==> src/rtl/owb_pkg.sv <==
// types and constants shared by the single-wire bus master
package owb_pkg;

	localparam int unsigned CFG_DATA_W  = 16;
	localparam int unsigned CFG_INDEX_W = 3;

	// configuration register indexes
	localparam logic [CFG_INDEX_W-1:0] CFG_RESET_LOW     = 3'd0;
	localparam logic [CFG_INDEX_W-1:0] CFG_PRESENCE_WAIT = 3'd1;
	localparam logic [CFG_INDEX_W-1:0] CFG_RECOVERY      = 3'd2;
	localparam logic [CFG_INDEX_W-1:0] CFG_SLOT          = 3'd3;
	localparam logic [CFG_INDEX_W-1:0] CFG_START_LOW     = 3'd4;
	localparam logic [CFG_INDEX_W-1:0] CFG_READ_SAMPLE   = 3'd5;

	// reset values of the timing registers, at a 1 us tick
	localparam logic [15:0] RESET_LOW_DEFAULT     = 16'd662;
	localparam logic [15:0] PRESENCE_WAIT_DEFAULT = 16'd44;
	localparam logic [15:0] RECOVERY_DEFAULT      = 16'd434;
	localparam logic [15:0] SLOT_DEFAULT          = 16'd77;
	localparam logic [7:0]  START_LOW_DEFAULT     = 8'd1;
	localparam logic [7:0]  READ_SAMPLE_DEFAULT   = 8'd1;

	// command codes
	localparam logic [1:0] FUNC_RESET = 2'd0;
	localparam logic [1:0] FUNC_WRITE = 2'd1;
	localparam logic [1:0] FUNC_READ  = 2'd2;

	typedef enum logic [5:0] {
		PH_IDLE      = 6'b000001,
		PH_RST_LOW   = 6'b000010,
		PH_RST_WAIT  = 6'b000100,
		PH_RST_REC   = 6'b001000,
		PH_SLOT_LOW  = 6'b010000,
		PH_SLOT_BODY = 6'b100000
	} owb_phase_t;

	typedef struct packed {
		logic       cmd_valid;
		logic [1:0] func;
		logic [7:0] write_data;
		logic       line_level;
	} owb_in_t;

	typedef struct packed {
		logic       drive_low;
		logic       busy_res;
		logic       done_res;
		logic [7:0] read_data;
		logic       presence;
	} owb_out_t;

	typedef struct packed {
		logic [15:0] reset_low_ticks;
		logic [15:0] presence_wait_ticks;
		logic [15:0] recovery_ticks;
		logic [15:0] slot_ticks;
		logic [7:0]  start_low_ticks;
		logic [7:0]  read_sample_ticks;
	} owb_cfg_t;

endpackage

==> src/rtl/owb_seq.sv <==
// bus sequencer: phase, tick timer, bit counter and shift byte, one tick per step
module owb_seq #(
	parameter int unsigned TIMER_BITS = 16
) (
	input  logic              clk,
	input  logic              arst_n,
	input  logic              step,
	input  owb_pkg::owb_in_t  item,
	input  owb_pkg::owb_cfg_t cfg,
	output owb_pkg::owb_out_t res
);
	import owb_pkg::*;

	localparam int unsigned CW = ((TIMER_BITS > 16) ? TIMER_BITS : 16) + 1;

	owb_phase_t            phase_q, eff_phase, phase_n;
	logic [TIMER_BITS-1:0] timer_q, eff_timer, timer_n;
	logic [2:0]            bits_q, eff_bits, bits_n;
	logic [7:0]            shift_q, eff_shift, shift_n;
	logic                  wr_q, eff_wr;
	logic                  presence_q, presence_n;
	logic [7:0]            hold_q, hold_n;

	logic          start;
	logic [15:0]   dur;
	logic [CW-1:0] dur_ext, t_ext, rs_ext;
	logic          last, sample;
	logic          drive, done;

	assign start = (phase_q == PH_IDLE) && item.cmd_valid &&
		((item.func == FUNC_RESET) || (item.func == FUNC_WRITE) ||
		 (item.func == FUNC_READ));

	// a command starts on the tick it arrives, as the first tick of its first phase
	always_comb begin
		if (start) begin
			eff_phase = (item.func == FUNC_RESET) ? PH_RST_LOW : PH_SLOT_LOW;
			eff_timer = '0;
			eff_bits  = '0;
			eff_shift = (item.func == FUNC_WRITE) ? item.write_data : 8'd0;
			eff_wr    = (item.func == FUNC_WRITE);
		end else begin
			eff_phase = phase_q;
			eff_timer = timer_q;
			eff_bits  = bits_q;
			eff_shift = shift_q;
			eff_wr    = wr_q;
		end
	end

	always_comb begin
		unique case (eff_phase)
			PH_RST_LOW:   dur = cfg.reset_low_ticks;
			PH_RST_WAIT:  dur = cfg.presence_wait_ticks;
			PH_RST_REC:   dur = cfg.recovery_ticks;
			PH_SLOT_LOW:  dur = {8'd0, cfg.start_low_ticks};
			PH_SLOT_BODY: dur = cfg.slot_ticks;
			default:      dur = 16'd1;
		endcase
	end

	// zero duration counts as one tick; a full timer ends the phase too
	assign dur_ext = (dur == 16'd0) ? CW'(1) : CW'(dur);
	assign t_ext   = CW'(eff_timer);
	assign rs_ext  = CW'(cfg.read_sample_ticks);
	assign last    = ((t_ext + CW'(1)) >= dur_ext) || (eff_timer == '1);
	assign sample  = (t_ext == rs_ext) || (last && (rs_ext > t_ext));

	always_comb begin
		phase_n    = eff_phase;
		bits_n     = eff_bits;
		shift_n    = eff_shift;
		presence_n = presence_q;
		hold_n     = hold_q;
		drive      = 1'b0;
		done       = 1'b0;
		unique case (eff_phase)
			PH_RST_LOW: begin
				drive = 1'b1;
				if (last) phase_n = PH_RST_WAIT;
			end
			PH_RST_WAIT: begin
				if (last) begin
					presence_n = ~item.line_level;
					phase_n    = PH_RST_REC;
				end
			end
			PH_RST_REC: begin
				if (last) begin
					done    = 1'b1;
					phase_n = PH_IDLE;
				end
			end
			PH_SLOT_LOW: begin
				drive = 1'b1;
				if (last) phase_n = PH_SLOT_BODY;
			end
			PH_SLOT_BODY: begin
				if (eff_wr) begin
					drive = ~eff_shift[eff_bits];
				end else if (sample) begin
					shift_n[eff_bits] = item.line_level;
				end
				if (last) begin
					if (eff_bits == 3'd7) begin
						done    = 1'b1;
						phase_n = PH_IDLE;
						bits_n  = 3'd0;
						if (!eff_wr) hold_n = shift_n;
					end else begin
						bits_n  = eff_bits + 3'd1;
						phase_n = PH_SLOT_LOW;
					end
				end
			end
			default: begin
			end
		endcase
	end

	assign timer_n = last ? '0 : eff_timer + TIMER_BITS'(1);

	always_ff @(posedge clk or negedge arst_n) begin
		if (!arst_n) begin
			phase_q    <= PH_IDLE;
			timer_q    <= '0;
			bits_q     <= '0;
			shift_q    <= '0;
			wr_q       <= 1'b0;
			presence_q <= 1'b0;
			hold_q     <= '0;
		end else if (step) begin
			phase_q    <= phase_n;
			bits_q     <= bits_n;
			shift_q    <= shift_n;
			wr_q       <= eff_wr;
			presence_q <= presence_n;
			hold_q     <= hold_n;
			if (eff_phase != PH_IDLE) timer_q <= timer_n;
		end
	end

	assign res.drive_low = drive;
	assign res.busy_res  = (eff_phase != PH_IDLE);
	assign res.done_res  = done;
	assign res.read_data = hold_n;
	assign res.presence  = presence_n;

endmodule

==> src/rtl/one_wire_bus_master.sv <==
// single-wire bus master top level: input register, sequencer, result register
//
//  channel | direction | handshake        | payload
//  --------+-----------+------------------+---------------------------
//  in      | into      | in_valid/in_stall   | in_item  (owb_in_t)
//  out     | out of    | out_valid/out_stall | out_item (owb_out_t)
//  cfg     | into      | cfg_we              | cfg_index, cfg_data
//
// every item is one bus tick; its result item is registered when the sequencer steps
// an item is accepted every cycle unless the output stalls; state advances once per item
// a stall on the output backs up into the input register and then into in_stall
// reset clears the handshake and sequencer state and loads the timing registers
module one_wire_bus_master #(
	parameter int unsigned TIMER_BITS = 16
) (
	input  logic                                clk,
	input  logic                                arst_n,
	input  logic                                in_valid,
	output logic                                in_stall,
	input  owb_pkg::owb_in_t                    in_item,
	output logic                                out_valid,
	input  logic                                out_stall,
	output owb_pkg::owb_out_t                   out_item,
	input  logic                                cfg_we,
	input  logic [owb_pkg::CFG_INDEX_W-1:0]     cfg_index,
	input  logic [owb_pkg::CFG_DATA_W-1:0]      cfg_data
);
	import owb_pkg::*;

	logic     s1_valid_q;
	owb_in_t  item_s1;
	logic     step;
	logic     out_valid_q;
	owb_out_t out_item_q;
	owb_out_t res;
	owb_cfg_t cfg_q;

	assign step     = s1_valid_q && (!out_valid_q || !out_stall);
	assign in_stall = s1_valid_q && !step;

	always_ff @(posedge clk or negedge arst_n) begin
		if (!arst_n) begin
			s1_valid_q <= 1'b0;
		end else if (in_valid && !in_stall) begin
			s1_valid_q <= 1'b1;
		end else if (step) begin
			s1_valid_q <= 1'b0;
		end
	end

	always_ff @(posedge clk) begin
		if (in_valid && !in_stall) item_s1 <= in_item;
	end

	owb_seq #(
		.TIMER_BITS(TIMER_BITS)
	) u_seq (
		.clk    (clk),
		.arst_n (arst_n),
		.step   (step),
		.item   (item_s1),
		.cfg    (cfg_q),
		.res    (res)
	);

	always_ff @(posedge clk or negedge arst_n) begin
		if (!arst_n) begin
			out_valid_q <= 1'b0;
		end else if (step) begin
			out_valid_q <= 1'b1;
		end else if (!out_stall) begin
			out_valid_q <= 1'b0;
		end
	end

	always_ff @(posedge clk) begin
		if (step) out_item_q <= res;
	end

	assign out_valid = out_valid_q;
	assign out_item  = out_item_q;

	always_ff @(posedge clk or negedge arst_n) begin
		if (!arst_n) begin
			cfg_q.reset_low_ticks     <= RESET_LOW_DEFAULT;
			cfg_q.presence_wait_ticks <= PRESENCE_WAIT_DEFAULT;
			cfg_q.recovery_ticks      <= RECOVERY_DEFAULT;
			cfg_q.slot_ticks          <= SLOT_DEFAULT;
			cfg_q.start_low_ticks     <= START_LOW_DEFAULT;
			cfg_q.read_sample_ticks   <= READ_SAMPLE_DEFAULT;
		end else if (cfg_we) begin
			unique case (cfg_index)
				CFG_RESET_LOW:     cfg_q.reset_low_ticks     <= cfg_data;
				CFG_PRESENCE_WAIT: cfg_q.presence_wait_ticks <= cfg_data;
				CFG_RECOVERY:      cfg_q.recovery_ticks      <= cfg_data;
				CFG_SLOT:          cfg_q.slot_ticks          <= cfg_data;
				CFG_START_LOW:     cfg_q.start_low_ticks     <= cfg_data[7:0];
				CFG_READ_SAMPLE:   cfg_q.read_sample_ticks   <= cfg_data[7:0];
				default: begin
				end
			endcase
		end
	end

	a_stall_cause: assert property (@(posedge clk) disable iff (!arst_n)
		in_stall |-> (s1_valid_q && out_valid_q && out_stall))
		else $error("input stalled without a blocked result");

	a_step_result: assert property (@(posedge clk) disable iff (!arst_n)
		step |=> out_valid_q)
		else $error("processed item left no result");

	a_done_busy: assert property (@(posedge clk) disable iff (!arst_n)
		(out_valid_q && out_item_q.done_res) |-> out_item_q.busy_res)
		else $error("done without busy");

	a_idle_release: assert property (@(posedge clk) disable iff (!arst_n)
		(out_valid_q && !out_item_q.busy_res) |-> !out_item_q.drive_low)
		else $error("line driven while idle");

endmodule
==> config.mk <==
export PLATFORM = sky130hd
export DESIGN_NAME = one_wire_bus_master
export DESIGN_NICKNAME = d
export VERILOG_FILES = /design/src/rtl/owb_pkg.sv /design/src/rtl/owb_seq.sv /design/src/rtl/one_wire_bus_master.sv
export SDC_FILE = /design/constraint.sdc
export NUM_CORES = 1
export LEC_CHECK = 0
export BUFFER_PORTS_ARGS = -buffer_cell sky130_fd_sc_hd__buf_2
export CAP_MARGIN = 40
export CORE_ASPECT_RATIO = 1.25
export CORE_MARGIN = 4
export CORE_UTILIZATION = 64
export CTS_BUF_LIST = sky130_fd_sc_hd__clkbuf_2 sky130_fd_sc_hd__clkbuf_4 sky130_fd_sc_hd__clkbuf_8
export CTS_CLUSTER_DIAMETER = 100
export DETAILED_ROUTE_END_ITERATION = 10
export PLACE_DENSITY_LB_ADDON = 0.25
export SKIP_LAST_GASP = 1
export SLEW_MARGIN = 20
export SYNTH_ARGS = -nofsm -noshare
export SYNTH_HDL_FRONTEND = slang
export SYNTH_SLANG_ARGS = --single-unit
==> constraint.sdc <==
create_clock -name clk -period 8 [get_ports clk]
set_clock_uncertainty 0.05 [all_clocks]
set_input_delay 1.2 -clock clk [delete_from_list [all_inputs] [get_ports clk]]
set_output_delay 1.2 -clock clk [all_outputs]
set_load 0.01 [all_outputs]
==> metrics.txt <==
status complete, no violations; post-synthesis sequential area ratio 49.2%; antenna violations before repair 0; postcts setup bufs 0; Iteration-0 DRC Markers 456; layout net count 821; Port Buffers 49; Ports 50; Post-Syn Area 7870 µm²; DPL Wire Length 13.3 mm; WHS 445 ps; clock sinks 149; Die Y 132 µm; worst slew pin tran approximately 680 ps; syn_nets 778; Slew headroom a little over half; clock share of power 33.9%; wire length per cell 20.4 µm; Final Cycle Share 68.9%; vias 6,051; Remaining DRCs 0; switching power around 0.44 mW; Arrival @ worst endpoint 5800 ps; ys flop type dfrtp_1; vias per std cell between 6 and 7; area share of the largest cell type after synthesis about a third; synth warn 0; synth top area cells dfrtp_1 (33%), mux2_2 (12%), edfxtp_1 (9.2%); All-Layer GR Usage 28.2%; Num CTS Buffers 17; commonest non-fill, non-tap cell in the layout dfrtp_1; setup violators final 0; Post-synth EDFFs 24; Worst setup SP type register; Design Area, Final 8720 µm²; P_int 1.28 mW; VDD IR-drop max between 0.1 and 0.15 mV; global-route wire length before repair 31.3 mm; CP Capture Type register; largest net degree at the start of global routing 50; sw frac 25.7%; Final Core Density 72.0%; Setup crit start u_seq.phase_q[3]; die footprint 14,200 µm²; DRT Pass-1 Iters 6; TritonCTS clock tree done; Crit path required time 8280 ps; Initial Utilization 65.0%; most frequent cells in the layout dfrtp_1 (105), mux2_2 (84), nand2_1 (82); share of cells above drive strength 1 between 20 and 30%; sequential fraction of design power a little over half; htree depth 4; fmax roughly 180 MHz; Synth area leader dfrtp_1; fin. max-slew vios 0; combinational power share 11.8%; Fin. Hold Viols 0; RSZ-0062 raised after global routing no; leakage around 3.7 nW; CTS Hold Bufs 0; worst reg2reg startpoint u_seq.phase_q[3]; post-route setup TNS 0 ps; GRT Residual Overflow 0; Tmin final roughly 5500 ps; max cap viols 0; clock latency on the worst-skew pair ~470 ps; DP Area slightly above 8000 µm²; crit-path max FO 28; CTS Buffer Depth 2; Cells after Synth 715; post-CTS sizing 0; CTS clock-pin slew for the worst setup and hold paths 80 ps; Avg Inst Size Synth about 11 µm²; n_diodes 0; # fillers 856; CP Class register to register; vias in the first global route 6,144; Hold Crit Class register to register; Synth cell types 63; final wirelength 19.0 mm; Cell Rows 45; Routed Antenna Nets 0; Clock Tree Root clkbuf_8; Area Growth Syn to Fin 10.7%; Worst Hold Launch s1_valid_q; #FFs+latches synth 149; Cell Pwr Density 198 nW/µm²; Async SR Flop Fraction approximately 84%; core region area 12,100 µm²; die extent in x 107 µm; Final GP Congestion 0.912
[power groups by stage]
stage	Clock, mW	Sequential (mW)	Combinational (mW)
2_1_floorplan	0	0.933	0.149
3_3_place_gp	0	0.944	0.190
3_5_place_dp	0	0.950	0.203
4_1_cts	0.593	0.936	0.204
5_1_grt	0.627	0.947	0.227
6_report	0.585	0.936	0.204
[metrics by stage]
step | cells | power, mW | setup slack [ps]
2_1_floorplan | 715 | 1.08 | 3230
3_3_place_gp | 895 | 1.13 | 2310
3_5_place_dp | 899 | 1.15 | 2040
4_1_cts | 931 | 1.73 | 2020
5_1_grt | 935 | 1.80 | 2110
6_report | 935 | 1.72 | 2490
[cell usage after synthesis, types with 8 or more instances]
cell type  number
nand4_1        10
inv_1           9
buf_2          12
o31a_1          9
mux2_2         84
a21boi_0       10
o41ai_1        14
nand3_1        16
ha_1           27
a21oi_1        25
a22o_1          8
nor2_1         32
nand2_1        82
a222oi_1       13
dfstp_2        20
dfrtp_1       105
xor2_1          8
clkbuf_1       28
nor3_1         16
o31ai_1        14
and3_1         14
edfxtp_1       24
o21ai_0        36
[registers in the layout, indices dropped and copies added, names as in the netlist]
name / cells
item_s1: 12
u_seq.presence_q: 1
out_item: 12
u_seq.shift_q: 8
u_seq.hold_q: 8
u_seq.timer_q: 16
u_seq.phase_q: 6
u_seq.bits_q: 3
out_valid: 1
cfg_q: 80
s1_valid_q: 1
u_seq.wr_q: 1
[final timing paths]
kind                              endpoint  slack [ps]  cells after the start
setup / recovery           u_seq.hold_q[5]        2490                     20
hold / removal                   out_valid         450                      1
setup reg to reg           u_seq.hold_q[5]        2490                     20
hold reg to reg                  out_valid         450                      1
max in group asynchronous        cfg_q[73]        5940                      3
min in group asynchronous       s1_valid_q         660                      1
[area by class of cell]
type                    instances  area [µm²]  area share [%]
multi-input cells             512        3770            43.3
flip-flops and latches        149        3870            44.4
clock inverters                12         128            1.46
inverters                      10        37.5           0.431
repair buffers                 68         434            4.98
clock buffers                  20         269            3.09
well taps                     164         205            2.35
[critical path: stages, from the launching register on]
cell and delay (ps):
dfrtp_1 500, and4bb_4 420, nand4_4 360, and2_1 370
ha_1 220, and3_1 220, and4_1 230, nand3_1 130
nor2_1 70, xnor2_1 120, nor2_1 150, ha_1 270
a21o_1 190, a21oi_1 170, o21ai_0 180, a311oi_4 340
nand2_1 380, nand4_1 280, buf_6 220, nand2b_1 380
o31ai_1 100
[layer usage]
layer | wire length (µm) | track usage [%] | vias to the layer above | part of all wire, %
met5 | 0 | 0 | - | 0
met4 | 600 | 11.4 | 0 | 3.2
met3 | 1150 | 5.73 | 50 | 6.0
met2 | 9720 | 47.0 | 258 | 51
met1 | 7570 | 35.7 | 2981 | 40
li1 | - | - | 2762 | -
[kinds of logic after synthesis]
logic type	after synthesis	share of synthesized area, %
adders and majority gates	27	4.29
buffers and inverters	54	3.05
AOI/OAI and AO/OA	170	15.7
and+or+nand+nor	212	13.6
xor gates and xnor gates	15	1.67
muxes	88	12.5
DFF	149	49.2
Note: power is estimated with default switching activity, not from simulation.
